**config.mk**
```make
export PLATFORM = sky130hd
export DESIGN_NAME = decibel_to_rgb_colormap_flat
export DESIGN_NICKNAME = d
export VERILOG_FILES = /design/src/dbrgb_pkg.sv /design/src/dbrgb_level_if.sv /design/src/dbrgb_rgb_if.sv /design/src/dbrgb_front.sv /design/src/dbrgb_div.sv /design/src/dbrgb_blend.sv /design/src/decibel_to_rgb_colormap.sv /design/src/flat_wrapper.sv
export SDC_FILE = /design/constraint.sdc
export NUM_CORES = 2
export LEC_CHECK = 0
export BUFFER_PORTS_ARGS = -buffer_cell sky130_fd_sc_hd__buf_4
export CORE_UTILIZATION = 50
export CTS_CLUSTER_DIAMETER = 30
export DETAILED_ROUTE_END_ITERATION = 16
export PLACE_DENSITY = 0.73
export SETUP_SLACK_MARGIN = 0.15
export SYNTH_ARGS = -nofsm -noshare
export SYNTH_HDL_FRONTEND = slang
export SYNTH_SLANG_ARGS = --single-unit
export TNS_END_PERCENT = 20
```
**constraint.sdc**
```tcl
create_clock -name clk -period 12.7 [get_ports clk]
set_input_delay 0.635 -clock clk [delete_from_list [all_inputs] [get_ports clk]]
set_output_delay 0.635 -clock clk [all_outputs]
set_load 0.005 [all_outputs]
```
**src/dbrgb_pkg.sv**
```systemverilog
// ----------------------------------------------------------------------------
// dbrgb_pkg: shared types and constants of the decibel to rgb colormap
// Holds the pixel class codes, the divider item, the color table and the
// register indexes of the configuration port.
// ----------------------------------------------------------------------------
package dbrgb_pkg;

	// configuration port
	localparam int CFG_IDX_W  = 1;
	localparam int CFG_DATA_W = 16;

	typedef enum logic [CFG_IDX_W-1:0] {
		CFG_FLOOR_DB  = 1'b0,
		CFG_GRAY_MODE = 1'b1
	} cfg_reg_t;

	localparam logic [15:0] FLOOR_DB_RESET = 16'd46080;

	// field widths
	localparam int LEVEL_W = 17;
	localparam int DYN_W   = 16;
	localparam int CH_W    = 8;

	// scaled quotient: gray uses mag*255/d, color uses mag*18*256/d
	localparam int QUO_W = 13;
	localparam int NUM_W = 29;
	localparam int SCL_W = 13;

	localparam logic [SCL_W-1:0] NUM_SCALE_GRAY  = 13'd255;
	localparam logic [SCL_W-1:0] NUM_SCALE_COLOR = 13'd4608;
	// black once the quotient reaches these limits
	localparam logic [SCL_W-1:0] LIMIT_GRAY  = 13'd255;
	localparam logic [SCL_W-1:0] LIMIT_COLOR = 13'd4864;

	localparam int ROW_W = 5;
	localparam logic [ROW_W-1:0] LAST_ROW = 5'd18;

	typedef enum logic [1:0] {
		KIND_WHITE,
		KIND_BLACK,
		KIND_GRAY,
		KIND_COLOR
	} kind_t;

	typedef struct packed {
		kind_t            kind;
		logic [NUM_W-1:0] rem;
		logic [QUO_W-1:0] quo;
	} div_item_t;

	// element 0 is red, 1 green, 2 blue
	typedef logic [0:2][CH_W-1:0] rgb_t;

	function automatic rgb_t color_row(input logic [ROW_W-1:0] idx);
		rgb_t row;
		case (idx)
			5'd0:    row = {8'd255, 8'd255, 8'd255};
			5'd1:    row = {8'd240, 8'd254, 8'd216};
			5'd2:    row = {8'd242, 8'd251, 8'd185};
			5'd3:    row = {8'd253, 8'd245, 8'd143};
			5'd4:    row = {8'd253, 8'd200, 8'd102};
			5'd5:    row = {8'd252, 8'd144, 8'd66};
			5'd6:    row = {8'd252, 8'd75,  8'd32};
			5'd7:    row = {8'd237, 8'd28,  8'd41};
			5'd8:    row = {8'd214, 8'd3,   8'd64};
			5'd9:    row = {8'd183, 8'd3,   8'd101};
			5'd10:   row = {8'd157, 8'd3,   8'd122};
			5'd11:   row = {8'd122, 8'd3,   8'd126};
			5'd12:   row = {8'd80,  8'd2,   8'd110};
			5'd13:   row = {8'd45,  8'd2,   8'd89};
			5'd14:   row = {8'd19,  8'd2,   8'd70};
			5'd15:   row = {8'd1,   8'd3,   8'd53};
			5'd16:   row = {8'd1,   8'd3,   8'd37};
			5'd17:   row = {8'd1,   8'd2,   8'd19};
			default: row = {8'd0,   8'd0,   8'd0};
		endcase
		return row;
	endfunction

endpackage

```
**src/dbrgb_level_if.sv**
```systemverilog
// ----------------------------------------------------------------------------
// dbrgb_level_if: pixel level channel
// Carries one signed Q8.8 dB level per request.
// ----------------------------------------------------------------------------
interface dbrgb_level_if;
	logic                 valid;
	logic                 ready;
	logic signed [16:0]   level_db;

	modport source (output valid, output level_db, input ready);
	modport sink   (input valid, input level_db, output ready);
endinterface

```
**src/dbrgb_rgb_if.sv**
```systemverilog
// ----------------------------------------------------------------------------
// dbrgb_rgb_if: pixel color channel
// Carries one 8-bit red, green and blue triple per request.
// ----------------------------------------------------------------------------
interface dbrgb_rgb_if;
	logic       valid;
	logic       ready;
	logic [7:0] red;
	logic [7:0] green;
	logic [7:0] blue;

	modport source (output valid, output red, output green, output blue, input ready);
	modport sink   (input valid, input red, input green, input blue, output ready);
endinterface

```
**src/dbrgb_front.sv**
```systemverilog
// ----------------------------------------------------------------------------
// dbrgb_front: level scaling and pixel classification
// Two stages: scale the level magnitude and the range limit, then compare
// them to sort the pixel into white, black, gray or color.
// ----------------------------------------------------------------------------
module dbrgb_front (
	input  logic                                clk,
	input  logic                                arst_n,
	input  logic [dbrgb_pkg::DYN_W-1:0]         floor_db,
	input  logic                                gray_mode,
	input  logic                                in_valid,
	output logic                                in_ready,
	input  logic signed [dbrgb_pkg::LEVEL_W-1:0] level_db,
	output logic                                out_valid,
	input  logic                                out_ready,
	output dbrgb_pkg::div_item_t                out_item
);

	logic [dbrgb_pkg::LEVEL_W-1:0] mag;
	logic [dbrgb_pkg::SCL_W-1:0]   scale;
	logic [dbrgb_pkg::SCL_W-1:0]   limit;
	logic [dbrgb_pkg::NUM_W-1:0]   num_prod;
	logic [dbrgb_pkg::NUM_W-1:0]   thr_prod;

	logic                          v_s1;
	logic                          neg_s1;
	logic                          gray_s1;
	logic [dbrgb_pkg::NUM_W-1:0]   num_s1;
	logic [dbrgb_pkg::NUM_W-1:0]   thr_s1;
	logic                          v_s2;
	dbrgb_pkg::div_item_t          item_s2;
	dbrgb_pkg::kind_t              kind;
	logic                          rdy_s1;
	logic                          rdy_s2;

	// magnitude of a negative level, 1..65536
	assign mag   = ~$unsigned(level_db) + 17'd1;
	assign scale = gray_mode ? dbrgb_pkg::NUM_SCALE_GRAY : dbrgb_pkg::NUM_SCALE_COLOR;
	assign limit = gray_mode ? dbrgb_pkg::LIMIT_GRAY : dbrgb_pkg::LIMIT_COLOR;

	assign num_prod = dbrgb_pkg::NUM_W'(mag) * dbrgb_pkg::NUM_W'(scale);
	assign thr_prod = dbrgb_pkg::NUM_W'(floor_db) * dbrgb_pkg::NUM_W'(limit);

	assign rdy_s2   = !v_s2 || out_ready;
	assign rdy_s1   = !v_s1 || rdy_s2;
	assign in_ready = rdy_s1;

	always_comb begin
		if (!neg_s1) begin
			kind = dbrgb_pkg::KIND_WHITE;
		end else if (num_s1 >= thr_s1) begin
			kind = dbrgb_pkg::KIND_BLACK;
		end else if (gray_s1) begin
			kind = dbrgb_pkg::KIND_GRAY;
		end else begin
			kind = dbrgb_pkg::KIND_COLOR;
		end
	end

	always_ff @(posedge clk or negedge arst_n) begin
		if (!arst_n) begin
			v_s1 <= 1'b0;
			v_s2 <= 1'b0;
		end else begin
			if (rdy_s1) begin
				v_s1 <= in_valid;
			end
			if (rdy_s2) begin
				v_s2 <= v_s1;
			end
		end
	end

	always_ff @(posedge clk) begin
		if (rdy_s1 && in_valid) begin
			neg_s1  <= level_db[dbrgb_pkg::LEVEL_W-1];
			gray_s1 <= gray_mode;
			num_s1  <= num_prod;
			thr_s1  <= thr_prod;
		end
		if (rdy_s2 && v_s1) begin
			item_s2.kind <= kind;
			item_s2.rem  <= num_s1;
			item_s2.quo  <= '0;
		end
	end

	assign out_valid = v_s2;
	assign out_item  = item_s2;

endmodule

```
**src/dbrgb_div.sv**
```systemverilog
// ----------------------------------------------------------------------------
// dbrgb_div: pipelined restoring divider
// One quotient bit per stage, MSB first; the divisor is the dynamic range
// register; users must hold it still while pixels are in flight (unchecked).
// ----------------------------------------------------------------------------
module dbrgb_div (
	input  logic                        clk,
	input  logic                        arst_n,
	input  logic [dbrgb_pkg::DYN_W-1:0] floor_db,
	input  logic                        in_valid,
	output logic                        in_ready,
	input  dbrgb_pkg::div_item_t        in_item,
	output logic                        out_valid,
	input  logic                        out_ready,
	output dbrgb_pkg::div_item_t        out_item
);

	localparam int NSTG = dbrgb_pkg::QUO_W;

	logic                 v_s   [NSTG];
	dbrgb_pkg::div_item_t stg_s [NSTG];
	logic                 rdy   [NSTG+1];

	assign rdy[NSTG] = out_ready;
	assign in_ready  = rdy[0];

	for (genvar k = 0; k < NSTG; k++) begin : g_stage
		localparam int BIT = NSTG - 1 - k;

		logic                          src_v;
		dbrgb_pkg::div_item_t          src;
		dbrgb_pkg::div_item_t          nxt;
		logic [dbrgb_pkg::NUM_W-1:0]   dsh;

		if (k == 0) begin : g_first
			assign src_v = in_valid;
			assign src   = in_item;
		end else begin : g_next
			assign src_v = v_s[k-1];
			assign src   = stg_s[k-1];
		end

		assign dsh    = dbrgb_pkg::NUM_W'(floor_db) << BIT;
		assign rdy[k] = !v_s[k] || rdy[k+1];

		always_comb begin
			nxt = src;
			if (src.rem >= dsh) begin
				nxt.rem      = src.rem - dsh;
				nxt.quo[BIT] = 1'b1;
			end
		end

		always_ff @(posedge clk or negedge arst_n) begin
			if (!arst_n) begin
				v_s[k] <= 1'b0;
			end else if (rdy[k]) begin
				v_s[k] <= src_v;
			end
		end

		always_ff @(posedge clk) begin
			if (rdy[k] && src_v) begin
				stg_s[k] <= nxt;
			end
		end
	end

	assign out_valid = v_s[NSTG-1];
	assign out_item  = stg_s[NSTG-1];

endmodule

```
**src/dbrgb_blend.sv**
```systemverilog
// ----------------------------------------------------------------------------
// dbrgb_blend: table blend and output register
// Looks up two neighboring color rows, weights them by the fraction, then
// rounds and picks the final color; the second stage is the output register.
// ----------------------------------------------------------------------------
module dbrgb_blend (
	input  logic                       clk,
	input  logic                       arst_n,
	input  logic                       in_valid,
	output logic                       in_ready,
	input  dbrgb_pkg::div_item_t       in_item,
	output logic                       out_valid,
	input  logic                       out_ready,
	output logic [dbrgb_pkg::CH_W-1:0] red,
	output logic [dbrgb_pkg::CH_W-1:0] green,
	output logic [dbrgb_pkg::CH_W-1:0] blue
);

	logic [dbrgb_pkg::ROW_W-1:0] idx;
	logic [dbrgb_pkg::ROW_W-1:0] idx_nxt;
	logic [7:0]                  frac;
	logic [8:0]                  wlo;
	dbrgb_pkg::rgb_t             row_a;
	dbrgb_pkg::rgb_t             row_b;

	logic                        v_s1;
	dbrgb_pkg::kind_t            kind_s1;
	logic [7:0]                  gray_s1;
	logic [16:0]                 lo_s1 [3];
	logic [15:0]                 hi_s1 [3];
	logic                        v_s2;
	dbrgb_pkg::rgb_t             rgb_s2;
	dbrgb_pkg::rgb_t             pick;
	dbrgb_pkg::rgb_t             mix;
	logic                        rdy_s1;
	logic                        rdy_s2;

	assign idx     = in_item.quo[dbrgb_pkg::QUO_W-1:8];
	assign frac    = in_item.quo[7:0];
	assign wlo     = 9'd256 - 9'(frac);
	assign idx_nxt = (idx == dbrgb_pkg::LAST_ROW) ? idx : idx + 5'd1;
	assign row_a   = dbrgb_pkg::color_row(idx);
	assign row_b   = dbrgb_pkg::color_row(idx_nxt);

	assign rdy_s2   = !v_s2 || out_ready;
	assign rdy_s1   = !v_s1 || rdy_s2;
	assign in_ready = rdy_s1;

	always_comb begin
		logic [17:0] sum;
		for (int c = 0; c < 3; c++) begin
			sum    = 18'(lo_s1[c]) + 18'(hi_s1[c]) + 18'd128;
			mix[c] = sum[15:8];
		end
		case (kind_s1)
			dbrgb_pkg::KIND_WHITE: pick = {3{8'd255}};
			dbrgb_pkg::KIND_BLACK: pick = '0;
			dbrgb_pkg::KIND_GRAY:  pick = {3{gray_s1}};
			dbrgb_pkg::KIND_COLOR: pick = mix;
			default:               pick = '0;
		endcase
	end

	always_ff @(posedge clk or negedge arst_n) begin
		if (!arst_n) begin
			v_s1 <= 1'b0;
			v_s2 <= 1'b0;
		end else begin
			if (rdy_s1) begin
				v_s1 <= in_valid;
			end
			if (rdy_s2) begin
				v_s2 <= v_s1;
			end
		end
	end

	always_ff @(posedge clk) begin
		if (rdy_s1 && in_valid) begin
			kind_s1 <= in_item.kind;
			gray_s1 <= 8'd255 - frac;
			for (int c = 0; c < 3; c++) begin
				lo_s1[c] <= 17'(row_a[c]) * 17'(wlo);
				hi_s1[c] <= 16'(row_b[c]) * 16'(frac);
			end
		end
		if (rdy_s2 && v_s1) begin
			rgb_s2 <= pick;
		end
	end

	assign out_valid = v_s2;
	assign red       = rgb_s2[0];
	assign green     = rgb_s2[1];
	assign blue      = rgb_s2[2];

endmodule

```
**src/decibel_to_rgb_colormap.sv**
```systemverilog
// ----------------------------------------------------------------------------
// decibel_to_rgb_colormap: spectrogram pixel colormap
// Maps a signed Q8.8 dB level to an rgb color, either on a gray ramp or by
// linear blending of a 19-row color table.
// ----------------------------------------------------------------------------
//
// channel   direction  payload                 handshake
// level_ch  in         level_db (s17, Q8.8)    valid / ready
// rgb_ch    out        red, green, blue (u8)   valid / ready
// cfg       in         cfg_idx, cfg_wdata      cfg_we, no back-pressure
//
// one pixel per cycle sustained while rgb_ch.ready stays high
// the path runs through two front stages (scale, classify), the 13-stage
// divider (one quotient bit per stage) and two blend stages behind
// arst_n clears the stage valid bits and loads the register reset values
// each stage has its own ready, so bubbles close up and a stalled output
// only holds back stages that are full
// ----------------------------------------------------------------------------
module decibel_to_rgb_colormap (
	input  logic                              clk,
	input  logic                              arst_n,
	input  logic                              cfg_we,
	input  logic [dbrgb_pkg::CFG_IDX_W-1:0]   cfg_idx,
	input  logic [dbrgb_pkg::CFG_DATA_W-1:0]  cfg_wdata,
	dbrgb_level_if.sink                       level_ch,
	dbrgb_rgb_if.source                       rgb_ch
);

	// configuration registers
	logic [dbrgb_pkg::DYN_W-1:0] floor_db_q;
	logic                        gray_mode_q;

	// front end to divider
	logic                 fr_valid;
	logic                 fr_ready;
	dbrgb_pkg::div_item_t fr_item;

	// divider to blend
	logic                 dv_valid;
	logic                 dv_ready;
	dbrgb_pkg::div_item_t dv_item;

	// register writes must happen only while no pixel is in flight (unchecked)
	always_ff @(posedge clk or negedge arst_n) begin
		if (!arst_n) begin
			floor_db_q  <= dbrgb_pkg::FLOOR_DB_RESET;
			gray_mode_q <= 1'b0;
		end else if (cfg_we) begin
			case (dbrgb_pkg::cfg_reg_t'(cfg_idx))
				dbrgb_pkg::CFG_FLOOR_DB:  floor_db_q  <= cfg_wdata;
				dbrgb_pkg::CFG_GRAY_MODE: gray_mode_q <= cfg_wdata[0];
				default: ;
			endcase
		end
	end

	// scale magnitude and limit, then classify the pixel
	dbrgb_front u_front (
		.clk       (clk),
		.arst_n    (arst_n),
		.floor_db  (floor_db_q),
		.gray_mode (gray_mode_q),
		.in_valid  (level_ch.valid),
		.in_ready  (level_ch.ready),
		.level_db  (level_ch.level_db),
		.out_valid (fr_valid),
		.out_ready (fr_ready),
		.out_item  (fr_item)
	);

	// scaled magnitude over dynamic range: gray level or table position
	dbrgb_div u_div (
		.clk       (clk),
		.arst_n    (arst_n),
		.floor_db  (floor_db_q),
		.in_valid  (fr_valid),
		.in_ready  (fr_ready),
		.in_item   (fr_item),
		.out_valid (dv_valid),
		.out_ready (dv_ready),
		.out_item  (dv_item)
	);

	// blend neighboring rows, round half up, output register
	dbrgb_blend u_blend (
		.clk       (clk),
		.arst_n    (arst_n),
		.in_valid  (dv_valid),
		.in_ready  (dv_ready),
		.in_item   (dv_item),
		.out_valid (rgb_ch.valid),
		.out_ready (rgb_ch.ready),
		.red       (rgb_ch.red),
		.green     (rgb_ch.green),
		.blue      (rgb_ch.blue)
	);

endmodule
```
**src/flat_wrapper.sv**
```systemverilog
// flat-port wrapper written by rule: the top's interface ports become plain ports
module decibel_to_rgb_colormap_flat 
  (clk, arst_n, cfg_we, cfg_idx, cfg_wdata, level_ch_valid, level_ch_level_db, level_ch_ready, rgb_ch_valid, rgb_ch_red, rgb_ch_green, rgb_ch_blue, rgb_ch_ready);
  dbrgb_level_if level_ch_i ();
  dbrgb_rgb_if rgb_ch_i ();
  input  logic clk;
  input  logic arst_n;
  input  logic cfg_we;
  input  logic [dbrgb_pkg::CFG_IDX_W-1:0] cfg_idx;
  input  logic [dbrgb_pkg::CFG_DATA_W-1:0] cfg_wdata;
  input wire logic [$bits(level_ch_i.valid)-1:0] level_ch_valid;
  input wire logic [$bits(level_ch_i.level_db)-1:0] level_ch_level_db;
  output wire logic [$bits(level_ch_i.ready)-1:0] level_ch_ready;
  output wire logic [$bits(rgb_ch_i.valid)-1:0] rgb_ch_valid;
  output wire logic [$bits(rgb_ch_i.red)-1:0] rgb_ch_red;
  output wire logic [$bits(rgb_ch_i.green)-1:0] rgb_ch_green;
  output wire logic [$bits(rgb_ch_i.blue)-1:0] rgb_ch_blue;
  input wire logic [$bits(rgb_ch_i.ready)-1:0] rgb_ch_ready;
  assign level_ch_i.valid = level_ch_valid;
  assign level_ch_i.level_db = level_ch_level_db;
  assign level_ch_ready = level_ch_i.ready;
  assign rgb_ch_valid = rgb_ch_i.valid;
  assign rgb_ch_red = rgb_ch_i.red;
  assign rgb_ch_green = rgb_ch_i.green;
  assign rgb_ch_blue = rgb_ch_i.blue;
  assign rgb_ch_i.ready = rgb_ch_ready;
  decibel_to_rgb_colormap u_core (.clk(clk), .arst_n(arst_n), .cfg_we(cfg_we), .cfg_idx(cfg_idx), .cfg_wdata(cfg_wdata), .level_ch(level_ch_i), .rgb_ch(rgb_ch_i));
endmodule
```
==> impl_metrics.env <==
export IMPL_cts_buffer_depth=3
export IMPL_outcome="finished clean"
export IMPL_drt_pass1_iter_count=5
export IMPL_initial_core_util=0.507
export IMPL_core_area_mm2=0.122
export IMPL_setup_tns_ns=0
export IMPL_clk_pin_slew_ns=0.05
export IMPL_synth_top_family_by_area="adder cells"
export IMPL_wl_um=149000
export IMPL_grtUsageTotal=0.241
export IMPL_clock_latency_ns=0.80
export IMPL_postSynthCellCount=5971
export IMPL_hold_violations=0
export IMPL_hold_path_class="input pin to flip-flop"
export IMPL_worst_slew_pin_slew_ns=1.20
export IMPL_drtIter0Drc=2956
export IMPL_synthMuxAreaShare=0.0166
export IMPL_critical_path_required_ns=13.18
export IMPL_cp_arrival_ns=8.60
export IMPL_end_kind="flip-flop"
export IMPL_yosysUniqueCellTypes=90
export IMPL_max_freq_mhz=123
export IMPL_gp_congestion=0.928
export IMPL_rsz0062_at_grt="false"
export IMPL_grt_max_degree=79
export IMPL_grt_pass1_wl_um=239000
export IMPL_yosysSeqAreaShare=0.346
export IMPL_ant_nets=0
export IMPL_gr_total_overflow=0
export IMPL_viasPerCell=5.63
export IMPL_synth_ff_type="edfxtp_1"
export IMPL_grt_pass1_vias=45600
export IMPL_synthAdderAreaFrac=0.290
export IMPL_crit_type="flip-flop to flip-flop"
export IMPL_ys_seq_elements=720
export IMPL_ios=65
export IMPL_clock_skew_ns=0.0901
export IMPL_cts_resized=0
export IMPL_synth_compound_area_frac=0.108
export IMPL_drc=0
export IMPL_synth_xor_area_share=0.0511
export IMPL_die_h_um=354
export IMPL_io_buffer_count=64
export IMPL_final_cell_mix="826 x inv_1, 709 x ha_1, 686 x edfxtp_1"
export IMPL_synth_edf_count=686
export IMPL_yosysWarnings=0
export IMPL_whs_path_depth=3
export IMPL_final_common_cell="inv_1"
export IMPL_dieArea_mm2=0.125
export IMPL_n_fill_cell=10100
export IMPL_num_rows=128
export IMPL_avgSynthCellArea_um2=10.4
export IMPL_startpoint_type="flip-flop"
export IMPL_antenna_found_initial=7
export IMPL_die_w_um=354
export IMPL_num_nets_final=7364
export IMPL_finalSetupViolations=0
export IMPL_finalMaxSlewViolations=0
export IMPL_root_buffer="clkbuf_16"
export IMPL_wl_per_cell_um=18.8
export IMPL_post_route_min_period_ns=8.12
export IMPL_post_dp_hpwl_um=113000
export IMPL_max_slew_margin=0.197
export IMPL_r2r_cells=21
export IMPL_drive_gt1_frac=0.0886
export IMPL_max_cap_violations=0
export IMPL_tritoncts="built"
export IMPL_path_max_fanout=31
export IMPL_synth_async_reset_ratio=0.0472
export IMPL_h_tree_depth=4
export IMPL_cts_buffers=168
export IMPL_netlist_area_mm2=0.0620
export IMPL_vias=44700
export IMPL_yosys_area_share_simple=0.131
export IMPL_syn_to_final_growth_pct=14.1
export IMPL_post_route_period_util=0.639
export IMPL_clock_sinks=720
## synthesized netlist by cell type (34+ instances only)
| cell type | number | area [µm²] |
|---|---|---|
| inv_1 | 826 | 3100 |
| ha_1 | 709 | 8870 |
| edfxtp_1 | 686 | 20600 |
| fa_1 | 454 | 9090 |
| nand2_1 | 414 | 1550 |
| nor2_1 | 390 | 1460 |
| a21oi_1 | 288 | 1440 |
| o21ai_0 | 232 | 1160 |
| xnor2_1 | 227 | 1990 |
| and2_1 | 169 | 1060 |
| nor3_1 | 153 | 766 |
| xor2_1 | 135 | 1180 |
| a21o_1 | 104 | 781 |
| clkbuf_1 | 104 | 390 |
| nor2b_1 | 83 | 519 |
| nand3_1 | 78 | 390 |
| o21a_1 | 67 | 503 |
| mux2_2 | 65 | 732 |
| nand2b_1 | 61 | 382 |
| nor4_1 | 53 | 332 |
| or3_1 | 51 | 319 |
| o31ai_1 | 41 | 308 |
| o21bai_1 | 40 | 300 |
| nand4_1 | 39 | 244 |
| and3_1 | 34 | 213 |
## per-stage QoR
step	hold slack (ns)	cells	setup slack (ns)	area [µm²]	util
6_report	0.0640	7935	4.58	70800	0.578
5_1_grt	0.0248	7931	4.02	70800	0.578
4_1_cts	0.00523	7931	4.68	70800	0.578
3_5_place_dp	0.405	7615	4.43	64700	0.529
3_3_place_gp	0.401	7615	4.56	64700	0.529
2_1_floorplan	0.339	5983	5.20	62100	-
## registers in the layout (all words and copies together) (netlist names), 2 cells and up
name	cells
u_core.floor_db_q	16
u_core.u_blend.hi_s1	48
u_core.u_blend.blue	8
u_core.u_front.num_s1	29
u_core.u_div.g_stage.src_v	12
u_core.u_front.out_item	31
u_core.u_blend.lo_s1	48
u_core.u_blend.kind_s1	2
u_core.u_blend.gray_s1	8
u_core.u_div.stg_s	465
u_core.u_front.thr_s1	29
u_core.u_blend.red	8
u_core.u_blend.green	8
## worst paths after layout
path,startpoint,end,slack [ns]
max in group asynchronous,arst_n,u_core.u_div.g_stage[10].src_v,11.74
hold reg to reg,u_core.u_div.stg_s[0][55],u_core.u_div.stg_s[0][99],0.35
min in group asynchronous,arst_n,u_core.floor_db_q[2],0.44
hold / removal,cfg_wdata[5],u_core.floor_db_q[5],0.06
setup reg to reg,u_core.u_div.stg_s[1][186],u_core.u_blend.hi_s1[0][47],4.58
setup / recovery,u_core.u_div.stg_s[1][186],u_core.u_blend.hi_s1[0][47],4.58
## layout make-up
type / count / area, µm² / area share
diodes: 4 / 10.0 / 0.000141
clock buffers: 181 / 4270 / 0.0604
clock inverters: 133 / 1770 / 0.0250
inverters: 838 / 3150 / 0.0444
multi-input cells: 4309 / 37100 / 0.525
flip-flops and latches: 720 / 21500 / 0.303
well taps: 1625 / 2030 / 0.0287
repair buffers: 125 / 943 / 0.0133
## worst max-delay path, stage by stage (launching register included)
cell	delay, ns
edfxtp_1	0.97
clkinv_1	0.50
ha_1	0.52
nand2_1	0.39
inv_1	0.71
mux2i_1	0.20
a211oi_1	0.77
nand2_1	0.15
fa_1	0.49
fa_1	0.55
inv_1	0.06
fa_1	0.53
inv_1	0.05
fa_1	0.52
inv_1	0.04
ha_1	0.30
a21boi_0	0.14
o21ai_0	0.22
a21oi_1	0.12
and4_1	0.24
o31ai_1	0.30
xnor2_1	0.09
## cells by family (layout without fill, tap and decap cells)
logic type / Yosys count / count (layout)
xor+xnor: 362 / 362
mux: 95 / 95
flops: 720 / 720
simple gates: 1639 / 1639
compound gates: 1036 / 1036
fa+ha+maj: 1163 / 1163
other cells: 2 / 18
buf+inv: 954 / 1277
## metal layers
metal  routed length (µm)  global-route usage
met4                 4650              0.0879
met5                    0                   0
met1                62500               0.303
met2                73600               0.415
met3                 8380              0.0404
## timing repair
action                                 in CTS  in global routing
hold buffers                                2                  0
endpoints found under the hold margin      31                  0
buffers inserted                            0                  0
Power is not shown: default switching activity piles up to over one toggle a cycle in this logic, so the estimate is an artifact.
